**config.mk**
```make
export PLATFORM = sky130hd
export DESIGN_NAME = radix_converter_base2_to_10_top
export DESIGN_NICKNAME = d
export VERILOG_FILES = /design/src/hdl/rbc_pkg.sv /design/src/hdl/radix_converter_base2_to_10_top.sv /design/src/hdl/rbc_ram.sv /design/src/hdl/rbc_datapath.sv /design/src/hdl/rbc_ctrl.sv
export SDC_FILE = /design/constraint.sdc
export NUM_CORES = 2
export LEC_CHECK = 0
export ABC_AREA = 1
export BUFFER_PORTS_ARGS = -buffer_cell sky130_fd_sc_hd__buf_2
export CORE_MARGIN = 3
export CORE_UTILIZATION = 25
export DETAILED_ROUTE_END_ITERATION = 8
export PLACE_DENSITY = 0.46
export RECOVER_POWER = 25
export SYNTH_ARGS = -nofsm -noshare
export SYNTH_HDL_FRONTEND = slang
export SYNTH_SLANG_ARGS = --single-unit
```
**constraint.sdc**
```tcl
create_clock -name clk_i -period 20.8 [get_ports clk_i]
set_input_delay 2.08 -clock clk_i [delete_from_list [all_inputs] [get_ports clk_i]]
set_output_delay 2.08 -clock clk_i [all_outputs]
set_load 0.005 [all_outputs]
```
**src/hdl/rbc_pkg.sv**
```systemverilog
// Shared types and constants for the radix converter.
package rbc_pkg;

  localparam int unsigned WORD_W     = 64;  // width of the incoming digit word
  localparam int unsigned DEC_DIGITS = 20;  // decimal digits of a 64-bit word
  localparam int unsigned BCD_W      = 4 * DEC_DIGITS;
  localparam int unsigned CNT_W      = 7;   // shared step counter
  localparam int unsigned DIV_BITS   = 8;   // quotient bits per divider cycle
  localparam int unsigned MIN_BASE   = 2;

  typedef enum logic [1:0] {
    ST_OK    = 2'd0,
    ST_DIGIT = 2'd1,
    ST_RANGE = 2'd2,
    ST_SAME  = 2'd3
  } status_e;

  typedef enum logic [3:0] {
    S_IDLE,
    S_BCD,
    S_CHECK,
    S_HORNER,
    S_DIV,
    S_STORE,
    S_RD,
    S_LOAD,
    S_ERR
  } state_e;

  typedef struct packed {
    logic accept;
    logic bcd_shift;
    logic hor_init;
    logic hor_step;
    logic div_init;
    logic div_step;
    logic dig_store;
    logic rd_issue;
    logic out_digit;
    logic out_err;
  } cmd_t;

  typedef struct packed {
    logic bcd_last;
    logic hor_last;
    logic div_last;
    logic quot_zero;
    logic last_digit;
    logic out_free;
    logic err_any;
  } sts_t;

endpackage

```
**src/hdl/radix_converter_base2_to_10_top.sv**
```systemverilog
// Top level of the radix converter: controller plus datapath.
//
//  channel | signals                                      | direction
//  --------+----------------------------------------------+----------
//  request | in_valid_i, in_ready_o, from_base_i,         | in
//          | to_base_i, digit_word_i                      |
//  result  | out_valid_o, out_ready_i, out_digit_o,       | out
//          | status_o, last_o                             |
//
// One request at a time. The word is split into BCD by a shift-and-add-three
// pass, checked, and accumulated by Horner's rule over 20 decimal digits.
// Each target digit then takes a pass of the 8-bit-per-cycle divider and a
// store step; the divider sets the bulk of the time. Read-back issues a stack
// read and then loads each digit into the output register once it is free.
// An error goes straight from the check to the result hand-off.
// Reset clears the controller, the step and digit counters and the output valid; nothing else needs it.
// A stalled result holds in the output register; the next request is taken
// while the final result of the previous one still waits.
module radix_converter_base2_to_10_top import rbc_pkg::*; #(
  parameter int unsigned VALUE_WIDTH = 64,
  parameter int unsigned MAX_BASE    = 10
) (
  input  logic              clk_i,
  input  logic              rst_ni,
  input  logic              in_valid_i,
  output logic              in_ready_o,
  input  logic [3:0]        from_base_i,
  input  logic [3:0]        to_base_i,
  input  logic [WORD_W-1:0] digit_word_i,
  output logic              out_valid_o,
  input  logic              out_ready_i,
  output logic [3:0]        out_digit_o,
  output logic [1:0]        status_o,
  output logic              last_o
);

  cmd_t cmd;
  sts_t sts;

  // Sequence the phases: split, check, accumulate, divide, read back.
  rbc_ctrl u_ctrl (
    .clk_i      (clk_i),
    .rst_ni     (rst_ni),
    .in_valid_i (in_valid_i),
    .in_ready_o (in_ready_o),
    .sts_i      (sts),
    .cmd_o      (cmd)
  );

  // Hold the request, the working value, the digit stack and the result register.
  rbc_datapath #(
    .VALUE_WIDTH (VALUE_WIDTH),
    .MAX_BASE    (MAX_BASE)
  ) u_dp (
    .clk_i        (clk_i),
    .rst_ni       (rst_ni),
    .cmd_i        (cmd),
    .sts_o        (sts),
    .from_base_i  (from_base_i),
    .to_base_i    (to_base_i),
    .digit_word_i (digit_word_i),
    .out_ready_i  (out_ready_i),
    .out_valid_o  (out_valid_o),
    .out_digit_o  (out_digit_o),
    .status_o     (status_o),
    .last_o       (last_o)
  );

endmodule

```
**src/hdl/rbc_ram.sv**
```systemverilog
// Generic single-write, single-read RAM with registered read data.
module rbc_ram #(
  parameter int unsigned WIDTH = 4,
  parameter int unsigned DEPTH = 64
) (
  input  logic                     clk_i,
  input  logic                     we_i,
  input  logic [$clog2(DEPTH)-1:0] waddr_i,
  input  logic [WIDTH-1:0]         wdata_i,
  input  logic                     re_i,
  input  logic [$clog2(DEPTH)-1:0] raddr_i,
  output logic [WIDTH-1:0]         rdata_o
);

  logic [WIDTH-1:0] mem_q [DEPTH];
  logic [WIDTH-1:0] rdata_q;

  always_ff @(posedge clk_i) begin
    if (we_i) begin
      mem_q[waddr_i] <= wdata_i;
    end
    if (re_i) begin
      rdata_q <= mem_q[raddr_i];
    end
  end

  assign rdata_o = rdata_q;

endmodule

```
**src/hdl/rbc_datapath.sv**
```systemverilog
// Datapath: BCD split, digit checks, Horner accumulate, divider, digit stack, output register.
module rbc_datapath import rbc_pkg::*; #(
  parameter int unsigned VALUE_WIDTH = 64,
  parameter int unsigned MAX_BASE    = 10
) (
  input  logic              clk_i,
  input  logic              rst_ni,
  input  cmd_t              cmd_i,
  output sts_t              sts_o,
  input  logic [3:0]        from_base_i,
  input  logic [3:0]        to_base_i,
  input  logic [WORD_W-1:0] digit_word_i,
  input  logic              out_ready_i,
  output logic              out_valid_o,
  output logic [3:0]        out_digit_o,
  output logic [1:0]        status_o,
  output logic              last_o
);

  localparam int unsigned DIV_STEPS = (VALUE_WIDTH + DIV_BITS - 1) / DIV_BITS;
  localparam int unsigned PAD_W     = DIV_STEPS * DIV_BITS;
  localparam int unsigned PROD_W    = VALUE_WIDTH + 4;
  localparam int unsigned AW        = $clog2(VALUE_WIDTH);
  localparam int unsigned NW        = $clog2(VALUE_WIDTH + 1);

  logic [3:0]        fb_q, tb_q;
  logic [WORD_W-1:0] word_q;
  logic [BCD_W-1:0]  bcd_q, bcd_adj;
  logic [PAD_W-1:0]  value_q, value_d;
  logic [3:0]        rem_q, rem_d;
  logic [CNT_W-1:0]  cnt_q;
  logic [NW-1:0]     n_q;
  logic              out_valid_q, out_last_q;
  logic [3:0]        out_digit_q;
  logic [1:0]        out_status_q;
  logic [PROD_W-1:0] hor_full;
  logic [DIV_BITS-1:0] quot_bits;
  logic [4:0]        trial;
  logic              digit_bad, base_bad;
  logic [1:0]        err_code;
  logic [3:0]        ram_rdata;
  logic [NW-1:0]     rd_idx;

  // Double dabble: add three to every digit of five or more before the shift.
  always_comb begin
    for (int k = 0; k < DEC_DIGITS; k++) begin
      bcd_adj[4*k +: 4] = (bcd_q[4*k +: 4] >= 4'd5) ? bcd_q[4*k +: 4] + 4'd3
                                                    : bcd_q[4*k +: 4];
    end
  end

  // Leading zero digits never trip the check for any base the real digits pass.
  always_comb begin
    digit_bad = 1'b0;
    for (int k = 0; k < DEC_DIGITS; k++) begin
      if (bcd_q[4*k +: 4] >= fb_q) begin
        digit_bad = 1'b1;
      end
    end
  end

  assign base_bad = (fb_q < 4'(MIN_BASE)) || (fb_q > 4'(MAX_BASE)) ||
                    (tb_q < 4'(MIN_BASE)) || (tb_q > 4'(MAX_BASE));

  always_comb begin
    if (digit_bad) begin
      err_code = ST_DIGIT;
    end else if (base_bad) begin
      err_code = ST_RANGE;
    end else if (fb_q == tb_q) begin
      err_code = ST_SAME;
    end else begin
      err_code = ST_OK;
    end
  end

  assign hor_full = PROD_W'(value_q[VALUE_WIDTH-1:0]) * PROD_W'(fb_q)
                  + PROD_W'(bcd_q[BCD_W-1 -: 4]);

  // Restoring division by the target base, DIV_BITS quotient bits per cycle.
  always_comb begin
    rem_d = rem_q;
    trial = '0;
    quot_bits = '0;
    for (int i = 0; i < DIV_BITS; i++) begin
      trial = {rem_d, value_q[PAD_W-1-i]};
      if (trial >= {1'b0, tb_q}) begin
        quot_bits[DIV_BITS-1-i] = 1'b1;
        trial = trial - {1'b0, tb_q};
      end
      rem_d = trial[3:0];
    end
  end

  always_comb begin
    value_d = value_q;
    if (cmd_i.hor_init) begin
      value_d = '0;
    end else if (cmd_i.hor_step) begin
      value_d = PAD_W'(hor_full[VALUE_WIDTH-1:0]);
    end else if (cmd_i.div_step) begin
      value_d = (value_q << DIV_BITS) | PAD_W'(quot_bits);
    end
  end

  always_ff @(posedge clk_i) begin
    if (cmd_i.accept) begin
      fb_q   <= from_base_i;
      tb_q   <= to_base_i;
      word_q <= digit_word_i;
      bcd_q  <= '0;
    end else if (cmd_i.bcd_shift) begin
      bcd_q  <= {bcd_adj[BCD_W-2:0], word_q[WORD_W-1]};
      word_q <= word_q << 1;
    end else if (cmd_i.hor_step) begin
      bcd_q  <= bcd_q << 4;
    end
    value_q <= value_d;
    if (cmd_i.div_init || cmd_i.dig_store) begin
      rem_q <= '0;
    end else if (cmd_i.div_step) begin
      rem_q <= rem_d;
    end
  end

  always_ff @(posedge clk_i or negedge rst_ni) begin
    if (!rst_ni) begin
      cnt_q <= '0;
      n_q   <= '0;
    end else begin
      if (cmd_i.accept || cmd_i.hor_init || cmd_i.div_init || cmd_i.dig_store) begin
        cnt_q <= '0;
      end else if (cmd_i.bcd_shift || cmd_i.hor_step || cmd_i.div_step) begin
        cnt_q <= cnt_q + 1'b1;
      end
      if (cmd_i.accept) begin
        n_q <= '0;
      end else if (cmd_i.dig_store) begin
        n_q <= n_q + 1'b1;
      end else if (cmd_i.rd_issue) begin
        n_q <= rd_idx;
      end
    end
  end

  assign rd_idx = n_q - 1'b1;

  // Target digits land least significant first and are read back in reverse.
  rbc_ram #(
    .WIDTH (4),
    .DEPTH (VALUE_WIDTH)
  ) u_stack (
    .clk_i   (clk_i),
    .we_i    (cmd_i.dig_store),
    .waddr_i (n_q[AW-1:0]),
    .wdata_i (rem_q),
    .re_i    (cmd_i.rd_issue),
    .raddr_i (rd_idx[AW-1:0]),
    .rdata_o (ram_rdata)
  );

  always_ff @(posedge clk_i or negedge rst_ni) begin
    if (!rst_ni) begin
      out_valid_q <= 1'b0;
    end else if (cmd_i.out_digit || cmd_i.out_err) begin
      out_valid_q <= 1'b1;
    end else if (out_ready_i) begin
      out_valid_q <= 1'b0;
    end
  end

  always_ff @(posedge clk_i) begin
    if (cmd_i.out_digit) begin
      out_digit_q  <= ram_rdata;
      out_status_q <= ST_OK;
      out_last_q   <= (n_q == '0);
    end else if (cmd_i.out_err) begin
      out_digit_q  <= '0;
      out_status_q <= err_code;
      out_last_q   <= 1'b1;
    end
  end

  assign sts_o.bcd_last   = (cnt_q == CNT_W'(WORD_W - 1));
  assign sts_o.hor_last   = (cnt_q == CNT_W'(DEC_DIGITS - 1));
  assign sts_o.div_last   = (cnt_q == CNT_W'(DIV_STEPS - 1));
  assign sts_o.quot_zero  = (value_q == '0);
  assign sts_o.last_digit = (n_q == '0);
  assign sts_o.out_free   = !out_valid_q || out_ready_i;
  assign sts_o.err_any    = (err_code != ST_OK);

  assign out_valid_o = out_valid_q;
  assign out_digit_o = out_digit_q;
  assign status_o    = out_status_q;
  assign last_o      = out_last_q;

endmodule

```
**src/hdl/rbc_ctrl.sv**
```systemverilog
// Controller: sequences the conversion phases and the result hand-off.
module rbc_ctrl import rbc_pkg::*; (
  input  logic clk_i,
  input  logic rst_ni,
  input  logic in_valid_i,
  output logic in_ready_o,
  input  sts_t sts_i,
  output cmd_t cmd_o
);

  state_e state_q, state_d;

  always_ff @(posedge clk_i or negedge rst_ni) begin
    if (!rst_ni) begin
      state_q <= S_IDLE;
    end else begin
      state_q <= state_d;
    end
  end

  always_comb begin
    state_d    = state_q;
    cmd_o      = '0;
    in_ready_o = 1'b0;
    case (state_q)
      S_IDLE: begin
        in_ready_o = 1'b1;
        if (in_valid_i) begin
          cmd_o.accept = 1'b1;
          state_d      = S_BCD;
        end
      end
      S_BCD: begin
        cmd_o.bcd_shift = 1'b1;
        if (sts_i.bcd_last) begin
          state_d = S_CHECK;
        end
      end
      S_CHECK: begin
        if (sts_i.err_any) begin
          state_d = S_ERR;
        end else begin
          cmd_o.hor_init = 1'b1;
          state_d        = S_HORNER;
        end
      end
      S_HORNER: begin
        cmd_o.hor_step = 1'b1;
        if (sts_i.hor_last) begin
          cmd_o.div_init = 1'b1;
          state_d        = S_DIV;
        end
      end
      S_DIV: begin
        cmd_o.div_step = 1'b1;
        if (sts_i.div_last) begin
          state_d = S_STORE;
        end
      end
      S_STORE: begin
        cmd_o.dig_store = 1'b1;
        state_d = sts_i.quot_zero ? S_RD : S_DIV;
      end
      S_RD: begin
        cmd_o.rd_issue = 1'b1;
        state_d        = S_LOAD;
      end
      S_LOAD: begin
        if (sts_i.out_free) begin
          cmd_o.out_digit = 1'b1;
          state_d = sts_i.last_digit ? S_IDLE : S_RD;
        end
      end
      S_ERR: begin
        if (sts_i.out_free) begin
          cmd_o.out_err = 1'b1;
          state_d       = S_IDLE;
        end
      end
      default: begin
        state_d = S_IDLE;
      end
    endcase
  end

endmodule

```
==> impl_metrics.yaml <==
synth:
  ys_ff_latch: 506
  netlist.area_leader.share: 0.2867
  syn_area_per_cell_um2: 8.473
  synth_async_sr_flop_share: 0.03755
  ys_top_cells_by_area: "edfxtp_1 29%, ha_1 10%, nand2_1 9.1%, dfxtp_1 8.5%, fa_1 7.4%"
  yosysMostFrequentCell: "nand2_1"
  syn_area_um2: 35300
  synth.distinct_cells: 58
  ys_seq_area_frac: 0.3852
  netlist.top_cell.by_area: "edfxtp_1"
  synth_warnings: 0
  synth_nets: 4655
  synthTopCellsByCount: "856 x nand2_1, 642 x inv_1, 345 x nor2_1, 337 x edfxtp_1, 282 x ha_1"
  synthFlopType: "edfxtp_1"
  synth_edf_count: 337
  syn-instance-count: 4166
sta:
  worst_pin_slew_ns: 3.225
  timing.fmax_mhz: 68.70
  fin_tns_setup_ns: 0
  setup_viol: 0
  rsz0062_at_grt: "false"
  finalHoldViolCount: 0
  slew_headroom: -1.150
  finalCritPeriodShare: 0.6998
  hold_ws_ns: 0.4866
  drv_slew: 267
  fin_crit_ns: 14.56
  fin_skew_ns: 0.03891
floorplan:
  io_pins: 85
  die_h_um: 381.8
  rows: 137
  dieWidth_um: 381.8
  initial_utilization: 0.2524
  floorplan.die_area_um2: 145700
  fp.coreArea_um2: 139900
run:
  cap_viol_max_count: 4
placement:
  io_buffers: 84
  gp_congestion: 0.8399
  dpl_cell_area_um2: 37840
  dpl.hpwl_um: 70660
critical_path:
  reg2reg_from: "u_dp.rem_q[1]$_SDFFE_PP0P_"
  crit_family: "simple AND/OR/NAND/NOR gates"
  crit_arrival_ns: 15.14
  worst-r2r-cell-count: 69
  worstPathBufferInverterCount: 7
  cp_common_cell: "nand2_1"
  r2r_end: "u_dp.rem_q[1]$_SDFFE_PP0P_"
  endpoint_kind: "register"
  worstSetupPathType: "register to register"
  critPathMaxStageDelay_ns: 2.10
  crit_path_max_fanout: 67
  worstPathRequired_ns: 21.38
  crit_cells: 69
  slowest_stage: "clkbuf_1"
  startpoint_type: "register"
  r2r_slack_ns: 6.24
clock_network:
  htree_num_levels: 3
  post-cts-setup-buffer-count: 0
  cts_buffer_depth: 3
  clk_latency_ns: 0.64
  holdBufCountCts: 0
  cts_sinks: 506
  cts_tree: "yes"
  cts_root_buf: "clkbuf_16"
  clk_pin_slew_ns: 0.06
  cts_resized: 0
  cts_made_buffers: 66
final_layout:
  finalNetCount: 4688
  multi_input_area_um2: 18730
  fin_area_um2: 40000
  area_growth_pct: 13.31
  fillers: 15154
  drive_above_1_share: 0.06515
  final-seq-area_um2: 13600
hold_path:
  hold_depth: 2
  min_to: "u_dp.bcd_q[3]$_SDFFE_PP0P_"
  min_path_type: "register to register"
  min_from: "u_dp.bcd_q[3]$_SDFFE_PP0P_"
routing:
  vias: 28547
  postRouteAntennaNets: 0
  drc: 0
  drtPass1Iterations: 5
  drtIter0Drc: 1911
  wl_per_cell_um: 16.74
  viasPerCell: 4.658
  wl_um: 102600
grt:
  grt_pass1_wl_um: 164500
  antenna_found_initial: 5
  grt_use_total: 0.1399
  grt_overflow_total: 0
  grt_pass1_vias: 28948
  grt_max_degree: 89
run_status:
  violations: "max-capacitance violations, max-slew violations"
  status: "complete, but fails checks"
## sequential cells by signal, indices dropped and copies added (netlist names)
register and flops:
u_dp.u_stack.mem_q 256, u_dp.out_digit_o 4, u_dp.value_q 64, u_ctrl.state_q 4, u_dp.fb_q 4, u_dp.word_q 64, u_dp.u_stack.rdata_o 4, u_dp.n_q 7
u_dp.cnt_q 7, u_dp.rem_q 4, u_dp.bcd_q 80, u_dp.out_valid_o 1, u_dp.status_o 2, u_dp.last_o 1, u_dp.tb_q 4
## through the flow
| step | util | instances | setup slack [ns] |
|---|---|---|---|
| 2_1_floorplan | - | 4166 | 9.271 |
| 3_3_place_gp | 0.2705 | 6007 | 7.935 |
| 3_5_place_dp | 0.2705 | 6007 | 7.698 |
| 4_1_cts | 0.2861 | 6128 | 7.666 |
| 5_1_grt | 0.2859 | 6128 | 4.764 |
| 6_report | 0.2859 | 6129 | 6.243 |
## final cells by class
type                            count  share of cell area
Antenna cell                        1          0.00006257
Clock buffer                       90             0.04508
Clock inverter                     31            0.009291
Inverter                          651             0.06116
Multi-Input combinational cell   2852              0.4684
Sequential cell                   506              0.3401
Tap cell                         1876             0.05869
Timing Repair Buffer              122             0.01727
## cells by family after synthesis
group / Yosys count / share of synthesized area
AO/OA/AOI/OAI: 847 / 0.1501
XOR/XNOR: 85 / 0.02109
AND/OR/NAND/NOR: 1474 / 0.1739
multiplexers: 33 / 0.009393
buffers and inverters: 808 / 0.08603
flip-flops: 506 / 0.3852
adder cells (fa/ha/maj): 413 / 0.1743
## per-layer routing
layer | vias to the layer above | wire [µm] | track usage
met1 | 13733 | 48990 | 0.1922
met4 | 0 | 2635 | 0.04128
met3 | 138 | 4202 | 0.01990
met2 | 529 | 46760 | 0.2277
li1 | 14147 | - | -
met5 | - | 0 | 0
## tightest hold or removal path: cells and delay by family (launching register included)
family	cells	cell delay (ns)
AOI/OAI and AO/OA	1	0.05
DFF	1	0.32
and+or+nand+nor	1	0.06
## how the worst max path moves through the flow
stage	start	to
6_report	u_dp.rem_q[1]$_SDFFE_PP0P_	u_dp.rem_q[1]$_SDFFE_PP0P_
5_1_grt	u_dp.rem_q[1]$_SDFFE_PP0P_	u_dp.rem_q[1]$_SDFFE_PP0P_
4_1_cts	u_dp.tb_q[1]$_DFFE_PP_	u_dp.rem_q[1]$_SDFFE_PP0P_
3_5_place_dp	u_dp.tb_q[1]$_DFFE_PP_	u_dp.rem_q[1]$_SDFFE_PP0P_
3_3_place_gp	u_dp.tb_q[1]$_DFFE_PP_	u_dp.rem_q[1]$_SDFFE_PP0P_
2_1_floorplan	u_dp.rem_q[1]$_SDFFE_PP0P_	u_dp.rem_q[1]$_SDFFE_PP0P_
## placed cells by master, fill, tap and decap left out, types with 12 or more instances in the layout
cell type | synthesis | final
clkbuf_1 | 137 | 23
nand4_1 | 16 | 16
or2_2 | 12 | 12
dfxtp_1 | 150 | 150
nand2_2 | 10 | 12
a31oi_1 | 70 | 70
o21a_1 | 33 | 33
clkbuf_16 | 0 | 67
nand2_1 | 856 | 854
o32ai_1 | 33 | 33
a211oi_1 | 23 | 23
nor2_1 | 345 | 340
a21boi_0 | 25 | 25
o21ai_0 | 259 | 259
a21oi_1 | 193 | 193
dfrtp_1 | 19 | 18
mux2i_1 | 32 | 32
inv_1 | 642 | 641
fa_1 | 131 | 131
o21ai_1 | 17 | 17
xor2_1 | 58 | 57
o221ai_1 | 68 | 68
xnor2_1 | 27 | 27
buf_4 | 0 | 34
ha_1 | 282 | 281
a221oi_1 | 48 | 48
o211ai_1 | 41 | 41
nand3_1 | 158 | 157
clkinv_1 | 6 | 13
edfxtp_1 | 337 | 337
nor4_1 | 22 | 22
nor3_1 | 24 | 24
buf_2 | 2 | 84
Power is not shown: default switching activity piles up to over one toggle a cycle in this logic, so the estimate is an artifact.
